<file path="src/ssfm_pkg.sv">
`timescale 1ns / 1ps
`default_nettype none
// ----------------------------------------------------------------------------
// ssfm_pkg
// Shared types, constants and helpers for the streaming first-match search.
// ----------------------------------------------------------------------------
package ssfm_pkg;

   // longest key and derived widths
   localparam int KEY_MAX   = 8;
   localparam int CHAR_W    = 8;
   localparam int KEY_W     = 64;
   localparam int LEN_W     = 4;
   localparam int COUNT_W   = 16;
   localparam int KEY_IDX_W = (KEY_MAX > 1) ? $clog2(KEY_MAX) : 1;

   // configuration bus
   localparam int CSR_DATA_W = 64;
   localparam int CSR_ADDR_W = 4;

   localparam logic [COUNT_W-1:0] NOT_FOUND_POS = 16'hffff;
   localparam logic [COUNT_W-1:0] COUNT_MAX     = 16'hffff;

   // register indexes (byte address / 8)
   typedef enum logic [0:0] {
      REG_KEY_BYTES  = 1'b0,
      REG_KEY_LENGTH = 1'b1
   } reg_index_type;

   typedef struct packed {
      logic [CHAR_W-1:0] char_in;
      logic              is_last;
   } req_type;

   typedef struct packed {
      logic               found;
      logic [COUNT_W-1:0] position;
   } rsp_type;

   // control broadcast to every window cell
   typedef struct packed {
      logic shift;
      logic clear;
   } cell_ctrl_type;

   // clamp the programmed length into 1..KEY_MAX
   function automatic logic [LEN_W-1:0] eff_len(input logic [LEN_W-1:0] raw);
      logic [LEN_W-1:0] len;
      len = raw;
      if (len == '0) begin
         len = LEN_W'(1);
      end
      if (len > LEN_W'(KEY_MAX)) begin
         len = LEN_W'(KEY_MAX);
      end
      return len;
   endfunction

   // key character that a window character of the given age must equal
   function automatic logic [CHAR_W-1:0] key_char(input logic [KEY_W-1:0] key,
                                                  input logic [LEN_W-1:0] len,
                                                  input logic [LEN_W-1:0] age);
      logic [LEN_W-1:0]     diff;
      logic [KEY_IDX_W-1:0] idx;
      diff = len - LEN_W'(1) - age;
      idx  = diff[KEY_IDX_W-1:0];
      return key[idx*CHAR_W +: CHAR_W];
   endfunction

endpackage
`default_nettype wire

</file>
<file path="src/ssfm_cell.sv">
`timescale 1ns / 1ps
`default_nettype none
// ----------------------------------------------------------------------------
// ssfm_cell
// One window position: holds a character and its valid bit, passes them on
// to the next cell on every beat and compares against its key character.
// ----------------------------------------------------------------------------
module ssfm_cell (
   input  wire                           clock,
   input  wire                           reset,
   input  ssfm_pkg::cell_ctrl_type       ctrl,
   input  wire [ssfm_pkg::LEN_W-1:0]     age_num,
   input  wire [ssfm_pkg::KEY_W-1:0]     key_bytes,
   input  wire [ssfm_pkg::LEN_W-1:0]     key_len,
   input  wire [ssfm_pkg::CHAR_W-1:0]    char_prev,
   input  wire                           valid_prev,
   output logic [ssfm_pkg::CHAR_W-1:0]   char_ff,
   output logic                          valid_ff,
   output logic                          hit
);
   import ssfm_pkg::*;

   logic [CHAR_W-1:0] char_in;
   logic              valid_in;

   // shift from the neighbour; drop the valid bit at end of string
   always_comb begin
      char_in  = char_ff;
      valid_in = valid_ff;
      if (ctrl.shift) begin
         char_in  = char_prev;
         valid_in = valid_prev;
      end
      if (ctrl.clear) begin
         valid_in = 1'b0;
      end
   end

   always_ff @(posedge clock) begin
      if (reset) begin
         valid_ff <= 1'b0;
      end else begin
         valid_ff <= valid_in;
      end
   end

   always_ff @(posedge clock) begin
      char_ff <= char_in;
   end

   // age is the position this character takes once the new beat shifts in
   assign hit = (age_num >= key_len) ||
                (valid_ff && (char_ff == key_char(key_bytes, key_len, age_num)));

endmodule
`default_nettype wire

</file>
<file path="src/ssfm_csr.sv">
`timescale 1ns / 1ps
`default_nettype none
// ----------------------------------------------------------------------------
// ssfm_csr
// Register file for the key and its length on an APB-style port.
// ----------------------------------------------------------------------------
module ssfm_csr (
   input  wire                              clock,
   input  wire                              reset,
   input  wire                              csr_psel,
   input  wire                              csr_penable,
   input  wire                              csr_pwrite,
   input  wire [ssfm_pkg::CSR_ADDR_W-1:0]   csr_paddr,
   input  wire [ssfm_pkg::CSR_DATA_W-1:0]   csr_pwdata,
   output logic [ssfm_pkg::CSR_DATA_W-1:0]  csr_prdata,
   output logic                             csr_pready,
   output logic [ssfm_pkg::KEY_W-1:0]       key_bytes,
   output logic [ssfm_pkg::LEN_W-1:0]       key_len
);
   import ssfm_pkg::*;

   logic [KEY_W-1:0] key_bytes_ff;
   logic [KEY_W-1:0] key_bytes_in;
   logic [LEN_W-1:0] key_length_ff;
   logic [LEN_W-1:0] key_length_in;
   logic             wr_en;
   reg_index_type    reg_sel;

   assign csr_pready = 1'b1;
   assign wr_en      = csr_psel && csr_penable && csr_pwrite && csr_pready;
   assign reg_sel    = reg_index_type'(csr_paddr[3]);

   // decode the write
   always_comb begin
      key_bytes_in  = key_bytes_ff;
      key_length_in = key_length_ff;
      if (wr_en) begin
         case (reg_sel)
            REG_KEY_BYTES: begin
               key_bytes_in = csr_pwdata[KEY_W-1:0];
            end
            REG_KEY_LENGTH: begin
               key_length_in = csr_pwdata[LEN_W-1:0];
            end
            default: begin
               key_bytes_in = key_bytes_ff;
            end
         endcase
      end
   end

   always_ff @(posedge clock) begin
      if (reset) begin
         key_bytes_ff  <= '0;
         key_length_ff <= LEN_W'(1);
      end else begin
         key_bytes_ff  <= key_bytes_in;
         key_length_ff <= key_length_in;
      end
   end

   // read back
   always_comb begin
      case (reg_sel)
         REG_KEY_BYTES:  csr_prdata = CSR_DATA_W'(key_bytes_ff);
         REG_KEY_LENGTH: csr_prdata = CSR_DATA_W'(key_length_ff);
         default:        csr_prdata = '0;
      endcase
   end

   assign key_bytes = key_bytes_ff;
   assign key_len   = eff_len(key_length_ff);

endmodule
`default_nettype wire

</file>
<file path="src/stream_substring_first_match.sv">
`timescale 1ns / 1ps
`default_nettype none
// ----------------------------------------------------------------------------
// stream_substring_first_match
// Streaming search for the first occurrence of a 1 to 8 character key.
// ----------------------------------------------------------------------------
// Feed the subject one character per beat with is_last on the final one. The
// block takes one character every clock cycle: the window is a chain of cells
// that shift and compare in the same cycle, and a single output register holds
// the result, so input is stalled only while that register is full and the
// result side stalls. For each string exactly one result comes out in the cycle
// after the beat that decides it: found=1 with the zero-based start of the
// first match, or found=0 with position 0xffff after the final character. All
// per-string state clears after the final character. Program key_bytes (first
// character in the lowest byte, address 0) and key_length (address 8) only
// while no string is in progress; a length of 0 acts as 1 and above 8 as 8.
// ----------------------------------------------------------------------------
module stream_substring_first_match (
   input  wire                              clock,
   input  wire                              reset,
   input  wire                              req_valid,
   output logic                             req_stall,
   input  ssfm_pkg::req_type                req_data,
   output logic                             rsp_valid,
   input  wire                              rsp_stall,
   output ssfm_pkg::rsp_type                rsp_data,
   input  wire                              csr_psel,
   input  wire                              csr_penable,
   input  wire                              csr_pwrite,
   input  wire [ssfm_pkg::CSR_ADDR_W-1:0]   csr_paddr,
   input  wire [ssfm_pkg::CSR_DATA_W-1:0]   csr_pwdata,
   output logic [ssfm_pkg::CSR_DATA_W-1:0]  csr_prdata,
   output logic                             csr_pready
);
   import ssfm_pkg::*;

   logic [KEY_W-1:0]   key_bytes;
   logic [LEN_W-1:0]   key_len;
   logic               req_take;
   logic               rsp_take;
   cell_ctrl_type      ctrl;

   logic [CHAR_W-1:0]  cell_char [KEY_MAX];
   logic               cell_valid [KEY_MAX];
   logic [KEY_MAX-1:0] cell_hit;
   logic               head_hit;
   logic               match;

   logic [COUNT_W-1:0] char_count_ff;
   logic [COUNT_W-1:0] char_count_in;
   logic               matched_ff;
   logic               matched_in;
   logic               rsp_valid_ff;
   logic               rsp_valid_in;
   rsp_type            rsp_data_ff;
   rsp_type            rsp_data_in;
   logic               emit_found;
   logic               emit_miss;

   ssfm_csr u_csr (
      .clock       (clock),
      .reset       (reset),
      .csr_psel    (csr_psel),
      .csr_penable (csr_penable),
      .csr_pwrite  (csr_pwrite),
      .csr_paddr   (csr_paddr),
      .csr_pwdata  (csr_pwdata),
      .csr_prdata  (csr_prdata),
      .csr_pready  (csr_pready),
      .key_bytes   (key_bytes),
      .key_len     (key_len)
   );

   // handshake: stall only while a result waits and cannot leave
   assign req_stall = rsp_valid_ff && rsp_stall;
   assign req_take  = req_valid && !req_stall;
   assign rsp_take  = rsp_valid_ff && !rsp_stall;

   assign ctrl.shift = req_take;
   assign ctrl.clear = req_take && req_data.is_last;

   // window chain: cell k holds the character that becomes age k+1
   for (genvar k = 0; k < KEY_MAX; k++) begin : g_cell
      ssfm_cell u_cell (
         .clock      (clock),
         .reset      (reset),
         .ctrl       (ctrl),
         .age_num    (LEN_W'(k + 1)),
         .key_bytes  (key_bytes),
         .key_len    (key_len),
         .char_prev  ((k == 0) ? req_data.char_in : cell_char[(k == 0) ? 0 : k - 1]),
         .valid_prev ((k == 0) ? 1'b1 : cell_valid[(k == 0) ? 0 : k - 1]),
         .char_ff    (cell_char[k]),
         .valid_ff   (cell_valid[k]),
         .hit        (cell_hit[k])
      );
   end

   // newest character compares against the last key character
   assign head_hit = (req_data.char_in == key_char(key_bytes, key_len, '0));
   assign match    = head_hit && (&cell_hit);

   assign emit_found = req_take && !matched_ff && match;
   assign emit_miss  = req_take && !matched_ff && !match && req_data.is_last;

   // advance the string state
   always_comb begin
      char_count_in = char_count_ff;
      matched_in    = matched_ff;
      if (req_take) begin
         if (char_count_ff != COUNT_MAX) begin
            char_count_in = char_count_ff + COUNT_W'(1);
         end
         if (emit_found) begin
            matched_in = 1'b1;
         end
         if (req_data.is_last) begin
            char_count_in = '0;
            matched_in    = 1'b0;
         end
      end
   end

   // load the output register, or drop it once taken
   always_comb begin
      rsp_valid_in = rsp_valid_ff;
      rsp_data_in  = rsp_data_ff;
      if (rsp_take) begin
         rsp_valid_in = 1'b0;
      end
      if (emit_found) begin
         rsp_valid_in         = 1'b1;
         rsp_data_in.found    = 1'b1;
         rsp_data_in.position = char_count_ff - (COUNT_W'(key_len) - COUNT_W'(1));
      end else if (emit_miss) begin
         rsp_valid_in         = 1'b1;
         rsp_data_in.found    = 1'b0;
         rsp_data_in.position = NOT_FOUND_POS;
      end
   end

   always_ff @(posedge clock) begin
      if (reset) begin
         char_count_ff <= '0;
         matched_ff    <= 1'b0;
         rsp_valid_ff  <= 1'b0;
      end else begin
         char_count_ff <= char_count_in;
         matched_ff    <= matched_in;
         rsp_valid_ff  <= rsp_valid_in;
      end
   end

   always_ff @(posedge clock) begin
      rsp_data_ff <= rsp_data_in;
   end

   assign rsp_valid = rsp_valid_ff;
   assign rsp_data  = rsp_data_ff;

endmodule
`default_nettype wire
</file>
<file path="config.mk">
export PLATFORM = sky130hd
export DESIGN_NAME = stream_substring_first_match
export DESIGN_NICKNAME = d
export VERILOG_FILES = /design/src/ssfm_pkg.sv /design/src/ssfm_cell.sv /design/src/ssfm_csr.sv /design/src/stream_substring_first_match.sv
export SDC_FILE = /design/constraint.sdc
export NUM_CORES = 1
export LEC_CHECK = 0
export ABC_AREA = 0
export BUFFER_PORTS_ARGS = -buffer_cell sky130_fd_sc_hd__buf_2
export CAP_MARGIN = 20
export CORE_ASPECT_RATIO = 0.7
export CORE_MARGIN = 3
export CORE_UTILIZATION = 30
export DETAILED_ROUTE_END_ITERATION = 10
export SLEW_MARGIN = 10
export SYNTH_ARGS = -nofsm -noshare
export SYNTH_HDL_FRONTEND = slang
export SYNTH_SLANG_ARGS = --single-unit
</file>
<file path="constraint.sdc">
create_clock -name clock -period 12.2 [get_ports clock]
set_clock_uncertainty 0.15 [all_clocks]
set_input_delay 2.44 -clock clock [delete_from_list [all_inputs] [get_ports clock]]
set_output_delay 2.44 -clock clock [all_outputs]
set_load 0.02 [all_outputs]
</file>
; ---- Yosys cells after proc, flatten, opt, wreduce, memory -nomap -nowiden
; Cells that the tools add are included.
[totals]
elab_cells = 118
regBits = 175
[op_classes]
n_lt_le_gt_ge = 9
n_eq_ne = 10
bitwise = 1
reduce_logical = 42
add_sub_neg = 12
shift = 9
n_mux = 12
[ops]
columns = cell, count
row1 = 64-bit by 7-bit indexed part select with 8-bit output, 9
row2 = 64-bit case mux with 2 select lines, 1
row3 = 8-bit equality test, 9
row4 = 16-bit two-way mux, 4
row5 = 1-bit logical AND, 19
row6 = "16-bit by 1-bit adder with 16-bit output, second input constant", 1
row7 = "3-bit by 4-bit greater-or-equal comparator with 1-bit output, first input constant", 4
row8 = "16-bit != test, second input constant", 1
row9 = 16-bit subtractor, 1
row10 = "3-bit subtractor, second input constant", 4
row11 = "3-bit by 1-bit subtractor with 3-bit output, second input constant", 3
row12 = "2-bit by 4-bit greater-or-equal comparator with 1-bit output, first input constant", 2
row13 = 1-bit logical OR, 8
row14 = 4-bit two-way mux, 2
row15 = 2-bit AND reduction, 4
row16 = 8-bit AND reduction, 1
row17 = 2-bit nonzero test, 3
row18 = "3-bit by 2-bit subtractor with 3-bit output, second input constant", 2
row19 = 1-bit two-way mux, 5
row20 = "4-bit by 1-bit subtractor with 5-bit output, second input constant", 1
row21 = "1-bit by 4-bit greater-or-equal comparator with 1-bit output, first input constant", 1
row22 = "4-bit greater-or-equal comparator, first input constant", 1
row23 = "4-bit > comparator, second input constant", 1
row24 = 1-bit logical NOT, 4
row25 = 4 further kinds, 4

; ---- Longest topological paths before layout
; Gate-level depths: netlist of run 1.
[depth]
word_depth = 17
depth_mapped = 20
depth_no_buf = 14

; ---- Modules after synthesis
; Synthesis of run 1 repeated with hierarchy kept, for this count alone.
[unflattened]
hier_cells = 1363
hier_area_um2 = 15034.4
[by_module_without_submodules]
columns = module, area_per_inst_um2, n_inst, cells_each
row1 = ssfm_cell, 1084.8, 8, 87
row2 = ssfm_csr, 3507.1, 1, 370
row3 = stream_substring_first_match, 2849.0, 1, 297

; ---- Worst setup path after synthesis of run 1
; Ideal clock, no wire load.
[synth_timing]
path_kind = in2out
from = input port csr_paddr[3] in the netlist's numbering
to = output port csr_prdata[0] in the netlist's numbering
setup_slack_ns = 6.281
arrival_ns = 3.329
cell_stages = 3
path_buffers = 2
required_ns = 9.610
cell_sequence = clkbuf_1 -> clkbuf_1 -> o21ai_0
[synth_via]
elab_chain_cells = 2
[synth_rtl]
columns = item, line_no
row1 = from (decl), stream_substring_first_match.sv:30  ; input wire [ssfm_pkg::CSR_ADDR_W-1:0] csr_paddr,
row2 = 1-bit NOT, ssfm_csr.sv:64  ; case (reg_sel)
row3 = 64-bit case mux with 2 select lines (*), ssfm_csr.sv:64
row4 = to (decl), stream_substring_first_match.sv:32  ; output logic [ssfm_pkg::CSR_DATA_W-1:0] csr_prdata,
; Mark *: on every way between the ends. The rest lies on a longest branch, timed or not.

; ---- Worst setup path in the final report of run 1
[layout_timing]
from = register u_csr.key_length_ff[1]
to = register rsp_data_ff, in the netlist rsp_data[2] (enable)
[layout_via]
elab_chain_cells = 16
[layout_rtl]
columns = item, line_no
row1 = from (decl), ssfm_csr.sv:24  ; logic [LEN_W-1:0] key_length_ff;
row2 = from (signal assigned), ssfm_csr.sv:58  ; key_length_ff <= key_length_in;
row3 = 4-bit logical NOT, ssfm_pkg.sv:50  ; if (len == '0) begin
row4 = 4-bit two-way mux (*), ssfm_pkg.sv:50
row5 = 4-bit > comparator, ssfm_pkg.sv:53  ; if (len > LEN_W'(KEY_MAX)) begin
row6 = 4-bit two-way mux (*), ssfm_pkg.sv:53
row7 = 3-bit by 1-bit subtractor with 3-bit output, ssfm_pkg.sv:65  ; diff = len - LEN_W'(1) - age;
row8 = 3-bit by 1-bit subtractor with 3-bit output (tied with other cells), ssfm_pkg.sv:65
row9 = 64-bit by 7-bit indexed part select with 8-bit output, ssfm_pkg.sv:67  ; return key[idx*CHAR_W +: CHAR_W];
row10 = 8-bit equality test, ssfm_cell.sv:53  ; (valid_ff && (char_ff == key_char(key_bytes, key_len, age_num)));
row11 = 1-bit logical AND, ssfm_cell.sv:53
row12 = 1-bit logical OR, ssfm_cell.sv:52  ; assign hit = (age_num >= key_len) ||
row13 = 8-bit AND reduction, stream_substring_first_match.sv:101  ; assign match = head_hit && (&cell_hit);
row14 = 1-bit logical AND (*), stream_substring_first_match.sv:101
row15 = 1-bit logical NOT, stream_substring_first_match.sv:104  ; assign emit_miss = req_take && !matched_ff && !match && req_data.is_last;
row16 = 1-bit logical AND (2 in series), stream_substring_first_match.sv:104
row17 = 2-bit nonzero test (no line) (*), n/a
row18 = to (signal assigned), stream_substring_first_match.sv:155  ; rsp_data_ff <= rsp_data_in;
row19 = to (decl), stream_substring_first_match.sv:55  ; rsp_type rsp_data_ff;
; Marks and branches as above.
; A chain may end at the register's enable or synchronous reset.

==> flow_summary.ini, run 1 <==
[logic_synthesis]
yosys.area.top_type = edfxtp_1
netlist_instances = 1170
yosys_warnings = 0
synth_compound_area_frac = 0.145
yosys.area_share.adder = 0.0301
yosysUniqueCellTypes = 78
synth_edf_count = 72
muxShareOfSynthArea = 0.156
ys_seq_area_frac = 0.368
ys_async_sr_fraction = 0
avgSynthCellArea_um2 = 9.38
synthSimpleGateAreaFrac = 0.195
yosys.area.top_type_share = 0.197
synth_top_flop_cell = dfxtp_1
syn_area_um2 = 11000
synthTopCellsByArea = edfxtp_1 20%, dfxtp_1 17%, mux4_2 7.0%
synth_top_family_by_area = simple AND/OR/NAND/NOR gates
synthXorXnorAreaFrac = 0.0633
ys_ff_latch = 166

[critical_path]
cp_common_cell = buf_4
crit_chain = o21bai_4, nand2b_2, buf_4, ha_1, xnor2_4, buf_4, mux2_2, a311oi_1, o21ai_0, a2111oi_2, nand4_1, a2111oi_4, nand4_2, nand2_1
critPathSlowestCell = dfxtp_1
path_buf_inv = 2
max_stage_delay_ns = 1.00
rrSetupSlack_ns = 5.32
crit_required_ns = 12.13
critical_path.top_delay_family = compound AO/OA/AOI/OAI gates
crit_path_max_fanout = 43
setup.worst_path.end_class = flop
crit_type = flop to flop
cp-start-kind = flop
arrival_ns = 6.81

[clock_tree]
cts_made_buffers = 17
holdBufCountCts = 0
cts_setup_buffers = 0
root_buffer = clkbuf_16
h-tree-depth = 4
cts.clk_slew.worst_paths_ns = 0.07
cts_tree = yes
worstSkewPairLatency_ns = 0.44
cts-resized-gates = 0
cts.sinks = 166
clock_path_buffers = 2

[outcome]
status = complete, no violations

[drt]
via_count = 9692
drt_iter0_markers = 1065
wl_per_cell_um = 20.0
drt_wl_total_mm = 35.8
drc = 0
via_per_inst = 5.43
dr.pass1.iters = 5
antenna_left = 0

[place]
port_buffers = 163
place_congestion = 0.946
dp.final_hpwl_mm = 26.0

[final_layout]
layout-drive-gt1-share = 0.217
nets = 1407
fin_util = 0.362
fillCellCount = 3612
syn2layout_area_growth_pct = 16.6
antennaDiodeCount = 0

[power]
total_power_uw = 1370
ir_drop_v = 0.0000542
leakage_uw = 0.00481
p_per_area_nw_per_um2 = 107

[global_routing]
grt_antenna_before_repair = 2
grt_pass1_wl_mm = 54.8
grt_pass1_vias = 9278
grt_max_degree = 73
grt.overflow.total = 0
grt.total_usage = 0.179

[sta]
maxSlewViolCount = 0
rsz0062_at_grt = no
timing.fmax_mhz = 145
slew_headroom = 0.311
fin_crit_ns = 6.88
finalSetupViolations = 0
finalCritPeriodShare = 0.564
hold_violations = 0
fin_tns_setup_ns = 0
tightest_slew_ns = 1.03

[floorplanning]
io_pins = 168
initial_core_util = 0.310
die-width_um = 235
fp.dieH_um = 166
core_area_um2 = 35400
rows = 57
die_area_um2 = 38900

[job]
cap_violations = 0

[hold_path]
hold_path_class = flop to flop
==> metrics by stage <==
step / instance area, µm² / std cells / hold slack, ns / setup WS, ns
2_1_floorplan: 11000 / 1181 / 0.286 / 6.28
3_3_place_gp: 12200 / 1752 / 0.282 / 5.39
3_5_place_dp: 12200 / 1752 / 0.283 / 5.31
4_1_cts: 12800 / 1784 / 0.294 / 5.35
5_1_grt: 12800 / 1784 / 0.317 / 4.84
6_report: 12800 / 1784 / 0.289 / 5.32
==> layout by cell type (no fill, tap or decap), drive strengths merged, types with 11 or more instances in the layout <==
cell type / instances
nand2: 187
buf: 175
dfxtp: 94
a21oi: 93
mux2i: 76
edfxtp: 72
nor2b: 67
nor2: 52
xnor2: 39
xor2: 36
mux4: 34
nor3: 28
clkbuf: 26
o21ai: 25
inv: 25
ha: 24
nand2b: 22
mux2: 16
a211oi: 15
nand3: 15
a2111oi: 13
nor4: 12
conb: 12
nand4: 11
==> sequential cells by signal, summed over array words and instances, names as in the netlist <==
name and count:
char_count_ff 16, rsp_valid 1, rsp_data 17, g_cell.u_cell.char_ff 56, matched_ff 1, u_csr.key_bytes 64
g_cell.u_cell.valid_ff 7, u_csr.key_length_ff 4
==> Yosys cell counts, types with 21 or more instances <==
| cell type | number |
|---|---|
| xnor2_1 | 37 |
| mux4_2 | 34 |
| edfxtp_1 | 72 |
| nand2b_1 | 21 |
| nand2_1 | 187 |
| nor2_1 | 52 |
| xor2_1 | 36 |
| mux2i_1 | 76 |
| a21oi_1 | 93 |
| nor3_1 | 28 |
| dfxtp_1 | 94 |
| o21ai_0 | 25 |
| ha_1 | 24 |
| clkbuf_1 | 41 |
| nor2b_1 | 67 |
==> kinds of logic after synthesis <==
family,after synthesis
compound gates,236
mux,126
fa+ha+maj,27
flops,166
xor+xnor,75
simple gates,439
buf+inv,100
other cells,1
==> where the power goes <==
part	internal, µW	switching [µW]
Combinational	63.9	98.9
Sequential	602	23.2
Clock	340	239
==> tightest hold or removal path, stage by stage, from the launching register on <==
cell,delay (ns)
dfxtp_1,0.31
nand2_1,0.05
nand2_1,0.04
==> layer usage <==
metal | global-route usage | vias to the layer above | share of wire
met5 | 0 | - | 0.00076
met4 | 0.0481 | 4 | 0.015
met3 | 0.0425 | 48 | 0.095
met2 | 0.266 | 460 | 0.43
met1 | 0.260 | 4679 | 0.46
li1 | - | 4501 | -
==> final timing paths <==
kind	start	end	cells after the start
setup / recovery	u_csr.key_length_ff[1]	rsp_data[2]	14
hold / removal	rsp_data[16]	rsp_data[16]	2
setup reg to reg	u_csr.key_length_ff[1]	rsp_data[2]	14
hold reg to reg	rsp_data[16]	rsp_data[16]	2
==> layout make-up <==
type | instances | area, µm² | share of cell area
Clock inverter | 6 | 43.8 | 0.00342
Tap cell | 472 | 591 | 0.0461
Clock buffer | 26 | 596 | 0.0465
Timing Repair Buffer | 175 | 906 | 0.0708
Inverter | 24 | 100 | 0.00782
Multi-Input combinational cell | 915 | 6520 | 0.509
Sequential cell | 166 | 4050 | 0.316
No activity file was read; power rests on OpenSTA's default activity.
==> inputs of run 2 (changes only) <==
- clock period: 12.2 -> 6.5 ns (I/O delays scaled with it)
==> run 2 against run 1 <==
Compared with the run above:
- routed wire length down 0.69%
- clock power grew 87%
- clock-buffer cell count shrank 8
- combinational power increased by 90%
- final cell count increased by 0.45%
- global-route usage rose by 0.20 points
- register-to-register slack worse by 4.4 ns
- via count grew 0.21%
- flip-flop and latch count is the same
==> flow_summary.ini, run 2 (synthesis gave the netlist of run 1 again) <==
[floorplanning]
io_pins = 168
initial_core_util = 0.310
core_area_um2 = 35400
die-width_um = 235
fp.dieH_um = 166
die_area_um2 = 38900
rows = 57

[critical_path]
setup.worst_path.end_class = flop
arrival_ns = 5.55
crit_required_ns = 6.44
crit_type = flop to flop
r2r-start = u_csr.key_length_ff[1]
rrSetupSlack_ns = 0.89
cp-startpoint = u_csr.key_length_ff[1]
crit_path_max_fanout = 26
cp-start-kind = flop

[outcome]
status = complete, no violations

[global_routing]
grt_pass1_vias = 9279
grt_antenna_before_repair = 2
grt_max_degree = 72
grt_pass1_wl_mm = 55.4
grt.overflow.total = 0
grt.total_usage = 0.181

[power]
comb_power_share = 0.121
intPower_uw = 1850
swShare = 0.277
p_per_area_nw_per_um2 = 199
p_clk_frac = 0.421
power_frac_seq = 0.458
ir_drop_v = 0.000113
power.switching_uw = 709
leakage_uw = 0.00484

[job]
cap_violations = 0

[clock_tree]
holdBufCountCts = 0
cts_tree = yes
h-tree-depth = 4
worstSkewPairLatency_ns = 0.46
clock_path_buffers = 2
root_buffer = clkbuf_16
cts.sinks = 166
cts_setup_buffers = 0
cts-resized-gates = 0
cts.clk_slew.worst_paths_ns = 0.08
cts_made_buffers = 17

[sta]
rsz0062_at_grt = no
timing.fmax_mhz = 178
fin_crit_ns = 5.61
hold_violations = 0
finalSetupViolations = 0
fin_tns_setup_ns = 0
layout_setup_ws_ns = 0.886
holdWs_ns = 0.295
finalCritPeriodShare = 0.864
slew_headroom = 0.321
maxSlewViolCount = 0
tightest_slew_ns = 1.02

[final_layout]
nets = 1415
layout-drive-gt1-share = 0.223
syn2layout_area_growth_pct = 17.1
final_cell_mix = 187 x nand2_1, 163 x buf_2, 93 x a21oi_1
layout_commonest_cell = nand2_1
largest_register_ffs = 64
antennaDiodeCount = 0

[hold_path]
hp-start = rsp_data[16]
hold_path_class = flop to flop

[drt]
via_per_inst = 5.42
wl_per_cell_um = 19.8
drt_wl_total_mm = 35.5
drt_iter0_markers = 997
wl_met1_mm = 16.6
dr.pass1.iters = 5
via_count = 9712
wl_met2_mm = 14.9
top_layer = met5
antenna_left = 0
drc = 0
dr_wl_met3_mm = 3.32

[place]
dp.final_hpwl_mm = 26.5
place_congestion = 0.931
port_buffers = 163
place_ws_ns = 0.960
==> run 2: changes by cell type in the layout (fill, tap and decap cells not counted), moves of 2 or more <==
| cell | before | now |
|---|---|---|
| buf_4 | 12 | 18 |
| bufinv_16 | 0 | 2 |
| inv_8 | 1 | 3 |
| clkbuf_16 | 22 | 18 |
| buf_12 | 0 | 2 |
| inv_6 | 2 | 4 |
| clkbuf_8 | 3 | 0 |
| clkinvlp_4 | 1 | 4 |
==> run 2: per-layer routing <==
metal  track usage  vias up
met4        0.0521        4
met5             0        -
met3        0.0523       55
met1         0.262     4698
met2         0.262      442
li1              -     4513
==> run 2: power groups by stage <==
| stage | sequential [µW] | combinational, µW | clock (µW) |
|---|---|---|---|
| 6_report | 1170 | 310 | 1080 |
| 5_1_grt | 1180 | 337 | 1140 |
| 4_1_cts | 1170 | 306 | 1090 |
| 3_5_place_dp | 1190 | 304 | 0 |
| 3_3_place_gp | 1190 | 299 | 0 |
| 2_1_floorplan | 1180 | 205 | 0 |
==> run 2: area by class of cell <==
| cell class | count | area, µm² |
|---|---|---|
| fill | 3643 | 22500 |
| tap | 472 | 591 |
| timing repair buffer | 183 | 991 |
| clock buffer | 18 | 450 |
| inverter | 24 | 100 |
| clock inverter | 14 | 161 |
| sequential | 166 | 4050 |
| multi-input combinational | 915 | 6520 |
==> run 2: critical path: stages, from the launching register on <==
cell	delay [ns]
dfxtp_1	0.37
o21bai_4	0.31
nand2b_2	0.10
ha_1	0.38
xnor2_4	0.88
buf_4	0.33
mux2_2	0.36
a31oi_1	0.19
xor2_1	0.10
nor4_1	0.43
o2111ai_1	0.22
o32ai_1	0.50
nand4_2	0.14
buf_4	0.22
nand2_1	0.54
==> run 2: stage by stage <==
step	std cells	power, µW	util	cell area [µm²]
after global placement	1758	1490	0.345	12200
final	1792	2560	0.363	12900
after CTS	1792	2570	0.363	12900
after detailed placement	1760	1500	0.346	12200
after floorplan	1181	1380	-	11000
after global routing	1792	2650	0.363	12900
==> run 2: path summary, 6_finish.rpt <==
kind / depth (start not counted) / end
worst max-delay path: 14 / rsp_data[2]
worst min-delay path: 2 / rsp_data[16]
worst max register to register: 14 / rsp_data[2]
worst min register to register: 2 / rsp_data[16]
